<file path="config.mk">
export PLATFORM = sky130hd
export DESIGN_NAME = line_rasterizer_divide_dda
export DESIGN_NICKNAME = d
export VERILOG_FILES = /design/src/design/ldda_pkg.sv /design/src/design/ldda_front.sv /design/src/design/ldda_queue.sv /design/src/design/ldda_back.sv /design/src/design/line_rasterizer_divide_dda.sv
export SDC_FILE = /design/constraint.sdc
export NUM_CORES = 1
export LEC_CHECK = 0
export BUFFER_PORTS_ARGS = -buffer_cell sky130_fd_sc_hd__buf_2
export CAP_MARGIN = 40
export CORE_ASPECT_RATIO = 0.75
export CORE_UTILIZATION = 25
export DETAILED_ROUTE_END_ITERATION = 12
export GPL_ROUTABILITY_DRIVEN = 0
export HOLD_SLACK_MARGIN = 0.02
export PLACE_DENSITY_LB_ADDON = 0.25
export SLEW_MARGIN = 15
export SYNTH_ARGS = -nofsm -noshare
export SYNTH_HDL_FRONTEND = slang
export SYNTH_SLANG_ARGS = --single-unit
</file>
<file path="constraint.sdc">
create_clock -name clk -period 10.8 [get_ports clk]
set_clock_uncertainty 0.15 [all_clocks]
set_input_delay 2.16 -clock clk [delete_from_list [all_inputs] [get_ports clk]]
set_output_delay 2.16 -clock clk [all_outputs]
set_load 0.02 [all_outputs]
</file>
<file path="src/design/ldda_pkg.sv">
// shared types and constants for the divide-based dda line rasterizer
package ldda_pkg;

  localparam int COORD_W        = 6;
  localparam int COLOR_W        = 32;
  localparam int COORD_BITS_DEF = 6;

  // one line segment transaction
  typedef struct packed {
    logic [COORD_W-1:0] start_x;
    logic [COORD_W-1:0] start_y;
    logic [COORD_W-1:0] end_x;
    logic [COORD_W-1:0] end_y;
    logic [COLOR_W-1:0] line_color;
  } in_item_t;

  // one pixel transaction
  typedef struct packed {
    logic [COORD_W-1:0] pixel_x;
    logic [COORD_W-1:0] pixel_y;
    logic [COLOR_W-1:0] pixel_color;
    logic               last_pixel;
  } out_item_t;

  // classified line, endpoints ordered along the major axis
  typedef struct packed {
    logic               x_major;
    logic               minor_neg;
    logic [COORD_W-1:0] origin_major;
    logic [COORD_W-1:0] origin_minor;
    logic [COORD_W-1:0] delta_major;
    logic [COORD_W-1:0] delta_minor_mag;
    logic [COLOR_W-1:0] color;
  } line_desc_t;

endpackage

</file>
<file path="src/design/ldda_front.sv">
// front end: accepts line transactions and classifies major axis and deltas
module ldda_front #(
  parameter int COORD_BITS = ldda_pkg::COORD_BITS_DEF
) (
  input  logic                   clk,
  input  logic                   rst_n,
  input  logic                   start,
  output logic                   busy,
  input  ldda_pkg::in_item_t     in_data,
  output logic                   desc_valid,
  output ldda_pkg::line_desc_t   desc,
  input  logic                   desc_ready
);
  import ldda_pkg::*;

  localparam int CB = COORD_BITS;

  logic [CB-1:0] sx, sy, ex, ey;
  logic [CB-1:0] adx, ady;
  logic          x_major;
  logic [CB-1:0] a_maj, a_min, b_maj, b_min;
  logic [CB-1:0] smaj, smin, emaj, emin;
  logic          minor_neg;
  line_desc_t    desc_nxt;
  line_desc_t    desc_r;
  logic          desc_valid_r, desc_valid_nxt;
  logic          accept, push;

  // coordinates taken modulo the tile size
  assign sx = in_data.start_x[CB-1:0];
  assign sy = in_data.start_y[CB-1:0];
  assign ex = in_data.end_x[CB-1:0];
  assign ey = in_data.end_y[CB-1:0];

  // classify axis and order endpoints along the major axis
  always_comb begin
    adx     = (ex >= sx) ? ex - sx : sx - ex;
    ady     = (ey >= sy) ? ey - sy : sy - ey;
    x_major = (adx >= ady);
    a_maj   = x_major ? sx : sy;
    a_min   = x_major ? sy : sx;
    b_maj   = x_major ? ex : ey;
    b_min   = x_major ? ey : ex;
    if (a_maj > b_maj) begin
      smaj = b_maj;
      smin = b_min;
      emaj = a_maj;
      emin = a_min;
    end else begin
      smaj = a_maj;
      smin = a_min;
      emaj = b_maj;
      emin = b_min;
    end
    minor_neg                = (emin < smin);
    desc_nxt.x_major         = x_major;
    desc_nxt.minor_neg       = minor_neg;
    desc_nxt.origin_major    = COORD_W'(smaj);
    desc_nxt.origin_minor    = COORD_W'(smin);
    desc_nxt.delta_major     = COORD_W'(emaj - smaj);
    desc_nxt.delta_minor_mag = minor_neg ? COORD_W'(smin - emin) : COORD_W'(emin - smin);
    desc_nxt.color           = in_data.line_color;
  end

  // one holding stage in front of the queue
  assign push   = desc_valid_r && desc_ready;
  assign busy   = desc_valid_r && !desc_ready;
  assign accept = start && !busy;

  always_comb begin
    desc_valid_nxt = desc_valid_r;
    if (accept) begin
      desc_valid_nxt = 1'b1;
    end else if (push) begin
      desc_valid_nxt = 1'b0;
    end
  end

  always_ff @(posedge clk) begin
    if (!rst_n) begin
      desc_valid_r <= 1'b0;
    end else begin
      desc_valid_r <= desc_valid_nxt;
    end
  end

  always_ff @(posedge clk) begin
    if (accept) begin
      desc_r <= desc_nxt;
    end
  end

  assign desc_valid = desc_valid_r;
  assign desc       = desc_r;

endmodule

</file>
<file path="src/design/ldda_queue.sv">
// two-entry queue of classified lines between front and back
module ldda_queue (
  input  logic                 clk,
  input  logic                 rst_n,
  input  logic                 push,
  input  ldda_pkg::line_desc_t push_data,
  output logic                 full,
  input  logic                 pop,
  output logic                 not_empty,
  output ldda_pkg::line_desc_t pop_data
);
  import ldda_pkg::*;

  localparam int DEPTH = 2;
  localparam int PTR_W = $clog2(DEPTH);
  localparam int CNT_W = $clog2(DEPTH + 1);

  line_desc_t       entry_r [DEPTH];
  logic [PTR_W-1:0] wr_ptr_r, wr_ptr_nxt;
  logic [PTR_W-1:0] rd_ptr_r, rd_ptr_nxt;
  logic [CNT_W-1:0] cnt_r, cnt_nxt;
  logic             do_push, do_pop;

  assign full      = (cnt_r == CNT_W'(DEPTH));
  assign not_empty = (cnt_r != '0);
  assign do_push   = push && !full;
  assign do_pop    = pop && not_empty;
  assign pop_data  = entry_r[rd_ptr_r];

  // pointer and fill count update
  always_comb begin
    wr_ptr_nxt = do_push ? PTR_W'(wr_ptr_r + 1'b1) : wr_ptr_r;
    rd_ptr_nxt = do_pop  ? PTR_W'(rd_ptr_r + 1'b1) : rd_ptr_r;
    cnt_nxt    = cnt_r;
    if (do_push && !do_pop) begin
      cnt_nxt = CNT_W'(cnt_r + 1'b1);
    end else if (do_pop && !do_push) begin
      cnt_nxt = CNT_W'(cnt_r - 1'b1);
    end
  end

  always_ff @(posedge clk) begin
    if (!rst_n) begin
      wr_ptr_r <= '0;
      rd_ptr_r <= '0;
      cnt_r    <= '0;
    end else begin
      wr_ptr_r <= wr_ptr_nxt;
      rd_ptr_r <= rd_ptr_nxt;
      cnt_r    <= cnt_nxt;
    end
  end

  always_ff @(posedge clk) begin
    if (do_push) begin
      entry_r[wr_ptr_r] <= push_data;
    end
  end

endmodule

</file>
<file path="src/design/ldda_back.sv">
// back end: steps along the major axis, one pixel per cycle
module ldda_back #(
  parameter int COORD_BITS = ldda_pkg::COORD_BITS_DEF
) (
  input  logic                 clk,
  input  logic                 rst_n,
  input  logic                 desc_avail,
  input  ldda_pkg::line_desc_t desc,
  output logic                 desc_pop,
  output logic                 out_valid,
  output ldda_pkg::out_item_t  out_data
);
  import ldda_pkg::*;

  localparam int CB = COORD_BITS;

  logic          active_r, active_nxt;
  logic          out_valid_r, out_valid_nxt;
  out_item_t     out_data_r, out_data_nxt;
  logic          x_major_r, minor_neg_r;
  logic [CB-1:0] omaj_r, omin_r, dmaj_r, dmag_r;
  logic [COLOR_W-1:0] color_r;
  logic [CB-1:0] t_r, t_nxt;
  logic [CB-1:0] q_r, q_nxt;
  logic [CB-1:0] rem_r, rem_nxt;
  logic [CB:0]   rem_sum;
  logic [CB-1:0] major_c, minor_c;
  logic          last_c;

  // current pixel from offset t and quotient q of dmag*t/dmaj
  always_comb begin
    major_c = CB'(omaj_r + t_r);
    minor_c = minor_neg_r ? CB'(omin_r - q_r) : CB'(omin_r + q_r);
    last_c  = (t_r == dmaj_r);
  end

  assign desc_pop = desc_avail && (!active_r || last_c);

  // incremental quotient: remainder stays below dmaj since dmag <= dmaj
  always_comb begin
    rem_sum = {1'b0, rem_r} + {1'b0, dmag_r};
    t_nxt   = CB'(t_r + 1'b1);
    q_nxt   = q_r;
    rem_nxt = CB'(rem_sum);
    if (rem_sum >= {1'b0, dmaj_r}) begin
      q_nxt   = CB'(q_r + 1'b1);
      rem_nxt = CB'(rem_sum - {1'b0, dmaj_r});
    end
    if (desc_pop) begin
      t_nxt   = '0;
      q_nxt   = '0;
      rem_nxt = '0;
    end
  end

  // sequencing and registered pixel output
  always_comb begin
    active_nxt    = active_r;
    if (desc_pop) begin
      active_nxt = 1'b1;
    end else if (active_r && last_c) begin
      active_nxt = 1'b0;
    end
    out_valid_nxt            = active_r;
    out_data_nxt.pixel_x     = x_major_r ? COORD_W'(major_c) : COORD_W'(minor_c);
    out_data_nxt.pixel_y     = x_major_r ? COORD_W'(minor_c) : COORD_W'(major_c);
    out_data_nxt.pixel_color = color_r;
    out_data_nxt.last_pixel  = last_c;
  end

  always_ff @(posedge clk) begin
    if (!rst_n) begin
      active_r    <= 1'b0;
      out_valid_r <= 1'b0;
    end else begin
      active_r    <= active_nxt;
      out_valid_r <= out_valid_nxt;
    end
  end

  // line payload and step counters
  always_ff @(posedge clk) begin
    out_data_r <= out_data_nxt;
    t_r        <= t_nxt;
    q_r        <= q_nxt;
    rem_r      <= rem_nxt;
    if (desc_pop) begin
      x_major_r   <= desc.x_major;
      minor_neg_r <= desc.minor_neg;
      omaj_r      <= desc.origin_major[CB-1:0];
      omin_r      <= desc.origin_minor[CB-1:0];
      dmaj_r      <= desc.delta_major[CB-1:0];
      dmag_r      <= desc.delta_minor_mag[CB-1:0];
      color_r     <= desc.color;
    end
  end

  assign out_valid = out_valid_r;
  assign out_data  = out_data_r;

endmodule

</file>
<file path="src/design/line_rasterizer_divide_dda.sv">
// top level of the divide-based dda line rasterizer
//
// input channel: a line transaction (two endpoints, colour) is taken at a
// rising edge where start is high and busy is low. busy rises only when the
// holding stage and the two-entry line queue are all full.
// output channel: one pixel transaction per cycle while out_valid is high,
// pixels in ascending order of the major coordinate, last_pixel on the
// final one. the receiver cannot stall; every strobed pixel is taken.
// path: when the back end is idle, the first pixel of a line passes the holding
// stage, the queue, the back end's line registers and the output register.
// throughput: a line of major length d gives d + 1 pixels, 1 to 64; the back
// end emits one pixel per cycle and loads the next queued line in the cycle
// of the last pixel, so queued lines stream without gaps. that step loop, one
// add and compare per pixel for the minor quotient, sets the rate.
// reset: synchronous, active low; clears the queue, any line in progress and
// the output strobe. busy is low right after reset.
module line_rasterizer_divide_dda #(
  parameter int COORD_BITS = ldda_pkg::COORD_BITS_DEF
) (
  input  logic                clk,
  input  logic                rst_n,
  input  logic                start,
  output logic                busy,
  input  ldda_pkg::in_item_t  in_data,
  output logic                out_valid,
  output ldda_pkg::out_item_t out_data
);
  import ldda_pkg::*;

  logic       front_valid, queue_full, queue_avail, queue_pop;
  line_desc_t front_desc, queue_desc;

  // classify incoming lines
  ldda_front #(.COORD_BITS(COORD_BITS)) u_front (
    .clk        (clk),
    .rst_n      (rst_n),
    .start      (start),
    .busy       (busy),
    .in_data    (in_data),
    .desc_valid (front_valid),
    .desc       (front_desc),
    .desc_ready (!queue_full)
  );

  // decouple front and back
  ldda_queue u_queue (
    .clk       (clk),
    .rst_n     (rst_n),
    .push      (front_valid),
    .push_data (front_desc),
    .full      (queue_full),
    .pop       (queue_pop),
    .not_empty (queue_avail),
    .pop_data  (queue_desc)
  );

  // walk each line
  ldda_back #(.COORD_BITS(COORD_BITS)) u_back (
    .clk        (clk),
    .rst_n      (rst_n),
    .desc_avail (queue_avail),
    .desc       (queue_desc),
    .desc_pop   (queue_pop),
    .out_valid  (out_valid),
    .out_data   (out_data)
  );

endmodule

</file>
Word level (Yosys, flattened, before mapping). Memories as Yosys holds them, arrays and structs flattened. A register that Yosys moved wholly into a read port is not among the register bits. Index checks and enable logic that the tools add are counted.

Register bits: 128. RAM bits: 116. Output and inout bits: 47. Word-level logic and storage cells: 88. Memories: 1.

Memories: u_queue.entry_r (depth 2, width 58, read ports 1, clocked after memory_dff 1, write ports 1, RTL line ldda_queue.sv:18) `line_desc_t entry_r [DEPTH];`.

$add $sub $neg: 18. $lt $le $gt $ge: 6. Equality and inequality tests: 2. Mux-type cells: 23. Reduce and logical (&&, ||, !) cells: 18.

Operators with widths (number): 2-to-1 mux 6 bit (15); subtractor 6 bit (9); >= comparator 6 bit (3); adder 6 x 1 -> 6 bit, second input constant (2); adder 6 bit (2); logical AND 1 bit (8); nonzero test 2 bit (4); adder 6 x 6 -> 7 bit (1); >= comparator 7 x 6 -> 1 bit (1); equality test 6 bit (1); greater-than comparator 6 bit (1); < comparator 6 bit (1); 2-to-1 mux 1 bit (6); zero test 1 bit (5); 2-to-1 mux 2 bit (2); adder 1 bit, second input constant (2); adder 2 x 1 -> 2 bit, second input constant (1); equality test 2 bit, second input constant (1); subtractor 2 x 1 -> 2 bit, second input constant (1); logical OR 1 bit (1).

Longest topological paths before layout. Gate-level depths: netlist (run 1).

Depth in word-level cells: 8. Depth in mapped cells: 41. Gate-level depth less buffers: 36.

Modules after synthesis. From an unflattened synthesis (run 1), not the netlist that was laid out.

Cells, all modules: 986. Area total of the unflattened synthesis: 13449.1 um^2.

Modules (own cells, without submodules): ldda_back (times used 1, cells an instance 359, area an instance 4742.0 um^2, seq. area each 3042.9 um^2); ldda_queue (times used 1, cells an instance 205, area an instance 4418.0 um^2, seq. area each 3583.4 um^2); ldda_front (times used 1, cells an instance 421, area an instance 4285.4 um^2, seq. area each 1761.7 um^2); line_rasterizer_divide_dda (times used 1, cells an instance 1, area an instance 3.8 um^2, seq. area each 0.0 um^2).

Worst setup path before layout (run 1). No wires, ideal clock.

Path type: input port to flip-flop. Start point: input in_data[38] in the netlist's numbering. End point: register u_front.desc_r (netlist bit u_front.desc[37]), data pin. Arrival: 10.541 ns. Setup slack: -0.150 ns. Stages: 41. Path buffers: 5. Cells stage by stage: inv_1 ha_1 inv_1 fa_1 a21oi_1 o21bai_1 o41ai_4 mux2_1 a221oi_1 o21ai_1 a221oi_2 xnor2_1 ha_1 nand4_1 o221ai_1 clkbuf_1 buf_2 buf_1 [... 5 more ...] a2111oi_4 or2_1 clkbuf_1 clkbuf_1 nand2_1 and2_1 inv_1 ha_1 inv_1 fa_1 a21o_1 a21o_1 a21o_1 a21oi_2 mux2_1 o31ai_1 a21oi_1 a211o_1.

RTL lines: from (decl) (RTL line line_rasterizer_divide_dda.sv:24) `input ldda_pkg::in_item_t in_data,`; to (signal assigned) (RTL line ldda_front.sv:89) `desc_r <= desc_nxt;`; to (decl) (RTL line ldda_front.sv:25) `line_desc_t desc_r;`.

==> impl_metrics.ini, run 1 <==
[worst_setup_path]
r2r-start = u_back.dmag_r[0]$_DFFE_PP_
arrival_ns = 10.00
path_class = primary input to flop
startpoint = in_data[32]
timing.rr.end = u_back.rem_r[1]$_SDFF_PP0_
cp-end-kind = flop
worstSetupEndpoint = u_front.desc[37]$_DFFE_PP_
crit_path_max_fanout = 32
slowest_delay_ns = 0.63
cp.required_ns = 10.89
reg2regPathDepth = 12
slowest_stage = o221ai_4
rrSetupSlack_ns = 7.25
critPathLaunchType = primary input

[yosys]
synth_fp_nets = 1079
yosysWarnings = 0
ys_types = 62
postSynthAreaPerCell_um2 = 13.9
synthCells = 938
synth_area_um2 = 13000
ys_seq_elements = 302
synth_edf_count = 232
async_flop_share_pct = 0
synth-seq-area-share_pct = 64.2
synthFlopType = edfxtp_1

[layout]
nets = 1214
fillers = 5233
antenna_cells = 0
drive_above_1_share_pct = 23.3
synthToLayoutAreaGrowth_pct = 20.0

[place]
port_buffers = 105
hpwl_mm = 18.4

[global_route]
grt_pass1_vias = 7440
grt_max_degree = 52
overflow = 0
grt_util_all_layers_pct = 10.0
grt_antenna_before_repair = 0
grt_pass1_wl_mm = 41.8

[floorplanning]
core_um2 = 51500
fp.dieArea_um2 = 53100
die_y_um = 200
start_util_pct = 25.3
rows = 72
die_w_um = 266
ioPinCount = 106

[clock_network]
cts_max_path_buffers = 3
cts-buffers-inserted = 34
worstSkewPairLatency_ns = 0.50
htreeDepth = 2
cts_sinks = 302
cts_tree = done
path_clk_slew_ns = 0.06
post_cts_buffers = 0
cts_resized = 0
hold_buffers = 0
ctsRootBufferMaster = clkbuf_16

[detailed_routing]
drt_wl_total_mm = 26.9
num_vias = 7336
first_iter_violations = 428
drt_pass1_iterations = 4
vias_per_cell = 4.07
drc_errors = 0
avgRoutedWirePerCell_um = 14.9
ant_nets = 0

[sta]
min_period_ns = 9.91
rsz0062_at_grt = no
finalCritPeriodShare_pct = 91.7
tightest_slew_ns = 0.791
relSlewSlack_pct = 47.3
fmax_mhz = 101
tns_ns = 0
hold_violations = 0
final_max_slew_viol_count = 0
setup_violations = 0

[min_path]
hp-class = flop to flop

[outcome]
status = completed

[run]
maxCapViolCount = 0
## cells in the final DEF, fill, tap and decap left out, types with 3 or more instances in the layout
cell         n
edfxtp_1   232
buf_2      105
inv_1       75
ha_1        72
dfxtp_1     69
nor2_1      68
mux2_2      67
nand2_1     54
a21oi_1     51
clkbuf_16   36
xnor2_1     32
mux2i_1     24
xor2_1      17
a21o_1      15
o21ai_0     14
buf_4       13
and2_1      10
fa_1        10
o21ai_1      9
nand3_1      9
nor2b_1      9
clkbuf_1     7
clkinv_1     6
clkinv_2     6
o21bai_1     5
o21a_1       5
nand4_1      4
nor3_1       4
nand2b_1     4
a211oi_1     3
or3_1        3
## metrics by stage
stage	util, %	setup slack [ns]	hold WS (ns)	std cells	area, um2
floorplan	-	0.0204	0.173	938	13000
global placement	28.1	0.710	0.174	1736	14500
detailed placement	28.3	0.419	0.177	1739	14600
CTS	30.3	0.930	0.190	1800	15600
global route	30.4	0.311	0.194	1801	15700
finish	30.4	0.895	0.188	1801	15700
## logic make-up after synthesis
family                   share of synthesized area, %
AO/OA/AOI/OAI                                    6.93
XOR/XNOR                                         3.29
adder cells (fa/ha/maj)                          8.44
buffers and inverters                            2.87
flip-flops                                       64.2
multiplexers                                     8.14
AND/OR/NAND/NOR                                  6.18
## sequential cells by signal (all words and copies together), names as in the netlist, 2 cells and up
signal,cells
u_back.color_r,32
u_back.dmag_r,6
u_back.dmaj_r,6
u_back.omaj_r,6
u_back.omin_r,6
u_back.out_data,45
u_back.q_r,6
u_back.rem_r,6
u_back.t_r,6
u_front.desc,58
u_queue.cnt_r,2
u_queue.entry_r,116
## how the worst min path moves through the flow
stage | from | end | slack (ns) | depth (start not counted)
after floorplan | u_back.color_r[9]$_DFFE_PP_ | u_back.out_data[10]$_DFF_P_ | 0.17 | 0
after global placement | u_back.color_r[13]$_DFFE_PP_ | u_back.out_data[14]$_DFF_P_ | 0.17 | 0
after detailed placement | u_back.color_r[0]$_DFFE_PP_ | u_back.out_data[1]$_DFF_P_ | 0.18 | 0
after CTS | u_back.color_r[6]$_DFFE_PP_ | u_back.out_data[7]$_DFF_P_ | 0.19 | 0
after global routing | u_back.color_r[22]$_DFFE_PP_ | u_back.out_data[23]$_DFF_P_ | 0.19 | 0
final | u_back.color_r[12]$_DFFE_PP_ | u_back.out_data[13]$_DFF_P_ | 0.19 | 0
## cell usage after synthesis, drive strengths merged, types with 2 or more instances
cell type | number | area share [%]
edfxtp | 232 | 53
a221oi | 3 | 0.30
nor3b | 2 | 0.12
clkbuf | 14 | 0.40
buf | 9 | 0.28
a21o | 15 | 0.86
a2111oi | 2 | 0.28
o221ai | 2 | 0.13
a211o | 2 | 0.13
xnor2 | 32 | 2.1
and3 | 4 | 0.23
mux2i | 24 | 1.8
o22ai | 2 | 0.096
nor2 | 70 | 2.0
nand2 | 54 | 1.6
and2 | 10 | 0.48
nand2b | 4 | 0.19
inv | 75 | 2.2
nor3 | 4 | 0.15
nor2b | 10 | 0.48
nand4 | 4 | 0.19
xor2 | 17 | 1.1
a21oi | 53 | 2.1
dfxtp | 70 | 11
o311ai | 3 | 0.20
nor4 | 2 | 0.096
o21bai | 5 | 0.29
or3 | 3 | 0.14
mux4 | 2 | 0.35
ha | 72 | 6.9
a21boi | 3 | 0.17
o21a | 6 | 0.40
mux2 | 69 | 6.0
a211oi | 3 | 0.17
nand3 | 9 | 0.35
fa | 10 | 1.5
o21ai | 23 | 0.88
## routing by layer
layer / share of wire, % / vias to the layer above / wire length, um / GRT usage [%]
met2: 45 / 103 / 12100 / 15.9
met4: 1.7 / 0 / 444 / 2.62
met1: 50 / 3542 / 13400 / 14.2
li1: - / 3652 / - / -
met5: 0 / - / 0 / 0
met3: 3.5 / 39 / 939 / 1.68
## layout make-up
cell class / count / area [um2] / area share, %
repair buffers: 122 / 709 / 4.53
flip-flops and latches: 302 / 8370 / 53.5
clock buffers: 45 / 955 / 6.10
clock inverters: 16 / 113 / 0.719
inverters: 76 / 285 / 1.82
well taps: 703 / 880 / 5.62
multi-input cells: 537 / 4350 / 27.8
## critical path, delay by kind of cell
family                     cells  cell delay, ns
and+or+nand+nor                6            0.89
muxes                          2            0.51
adders and majority gates      5            1.65
AOI/OAI and AO/OA             17            4.16
buffers and inverters          4            0.48
xor gates and xnor gates       1            0.14
Power of run 1 is left out: the tool's default activity adds up to more than one toggle a clock period on the data nets, which glitch-free logic cannot reach.
==> run 2, diff against run 1 <==
CORE_UTILIZATION = 45   (was 25)
clock period = 8.5 ns   (was 10.8 ns; I/O delays follow)
==> impl_metrics.ini, run 2 (synthesis results as in run 1) <==
[sta]
fin_ws_ns = -0.0235
rsz0062_at_grt = yes
min_period_ns = 8.52
relSlewSlack_pct = 49.4
tightest_slew_ns = 0.759
setup_violations = 1
fmax_mhz = 117
finalCritPeriodShare_pct = 100
hold_violations = 0
final_max_slew_viol_count = 0

[global_route]
overflow = 0
grt_util_all_layers_pct = 16.8
grt_pass1_wl_mm = 38.7
grt_max_degree = 59
grt_antenna_before_repair = 0
grt_pass1_vias = 7389

[floorplanning]
start_util_pct = 46.2
core_um2 = 28200
die_w_um = 199
rows = 53
die_y_um = 149
fp.dieArea_um2 = 29700
ioPinCount = 106

[detailed_routing]
first_iter_violations = 441
drt_wl_total_mm = 25.1
vias_per_cell = 4.89
drt_pass1_iterations = 5
num_vias = 7763
ant_nets = 0
avgRoutedWirePerCell_um = 15.8
highest_layer = met4
wl_met1_mm = 12.3
wl_met2_mm = 11.4
drc_errors = 0
routed-wl-met3_um = 968

[clock_network]
worstSkewPairLatency_ns = 0.55
ctsRootBufferMaster = clkbuf_16
cts_max_path_buffers = 3
cts_tree = done
path_clk_slew_ns = 0.06
cts_sinks = 302
cts-buffers-inserted = 28
hold_buffers = 0
htreeDepth = 1

[layout]
layout_common_cells = edfxtp_1, buf_4, buf_2, inv_1, dfxtp_1
fin_cells = 1587
antenna_cells = 0
fillers = 2368
nets = 1321
drive_above_1_share_pct = 33.2
largest_reg_flops = 116
final_common_cell = edfxtp_1
largest_register = u_queue.entry_r
synthToLayoutAreaGrowth_pct = 25.0

[worst_setup_path]
path_class = primary input to flop
arrival_ns = 8.65
cp.required_ns = 8.63
rrSetupSlack_ns = 4.95
cp-end-kind = flop
critPathLaunchType = primary input
startpoint = in_data[38]
reg2regPathDepth = 12
crit_path_max_fanout = 5
r2r-start = u_back.dmag_r[0]$_DFFE_PP_
slowest_stage = fa_2
slowest_delay_ns = 0.35

[min_path]
whs_path_depth = 0
hp-class = flop to flop
holdCritStartpoint = u_back.color_r[22]$_DFFE_PP_

[outcome]
violations = negative setup slack
status = finished, violations left

[place]
placedCellCount = 1521
hpwl_mm = 17.4
port_buffers = 105

[run]
maxCapViolCount = 0
[run 2: cell count changes in the layout (fill, tap and decap cells not counted), sizes merged]
cell	delta
clkbuf	-8
inv	+1
clkinvlp	-1
buf	+110
clkinv	-3
bufinv	+5
[run 2: area by class of cell]
| class | count | area [um2] | share of cell area [%] |
|---|---|---|---|
| tap | 385 | 482 | 2.95 |
| inverter | 76 | 288 | 1.77 |
| multi-input combinational | 537 | 4510 | 27.6 |
| clock inverter | 18 | 248 | 1.52 |
| timing repair buffer | 235 | 1670 | 10.2 |
| clock buffer | 34 | 744 | 4.57 |
| sequential | 302 | 8370 | 51.3 |
[run 2: what timing repair did]
action | 4_1_cts | 5_1_grt
setup buffers | 0 | 10
gates resized for setup | 1 | 31
pin swaps | 0 | 11
gates cloned | 0 | 3
setup endpoints to repair | 1 | 4
[run 2: worst max-delay path: cells and delay by family]
family / cells / cell delay, ns
xor gates and xnor gates: 1 / 0.11
muxes: 3 / 0.91
and+or+nand+nor: 4 / 0.48
adders and majority gates: 6 / 1.54
buffers and inverters: 7 / 0.67
AOI/OAI and AO/OA: 17 / 3.21
[run 2: path summary, 6_finish.rpt]
path | end
worst min-delay path | u_back.out_data[23]$_DFF_P_
worst max-delay path | u_front.desc[37]$_DFFE_PP_
worst max register to register | u_back.rem_r[0]$_SDFF_PP0_
worst min register to register | u_back.out_data[23]$_DFF_P_
[run 2: metrics by stage]
step	util [%]	hold slack, ns	TNS (ns)	instance area (um2)	setup slack, ns
floorplan	-	0.173	-2.30	13200	-0.812
global placement	52.8	0.174	-1.05	14900	-0.410
detailed placement	53.1	0.177	-1.98	15000	-0.616
CTS	56.6	0.183	0	16000	0.0419
global route	57.7	0.200	-0.513	16300	-0.280
finish	57.7	0.177	-0.0235	16300	-0.0235
[run 2: metal layers]
layer,vias up,GRT usage (%)
met1,3734,25.0
met4,0,3.00
met2,139,26.2
met3,27,2.82
li1,3863,-
met5,-,0
Power of run 2 is left out for the same reason.
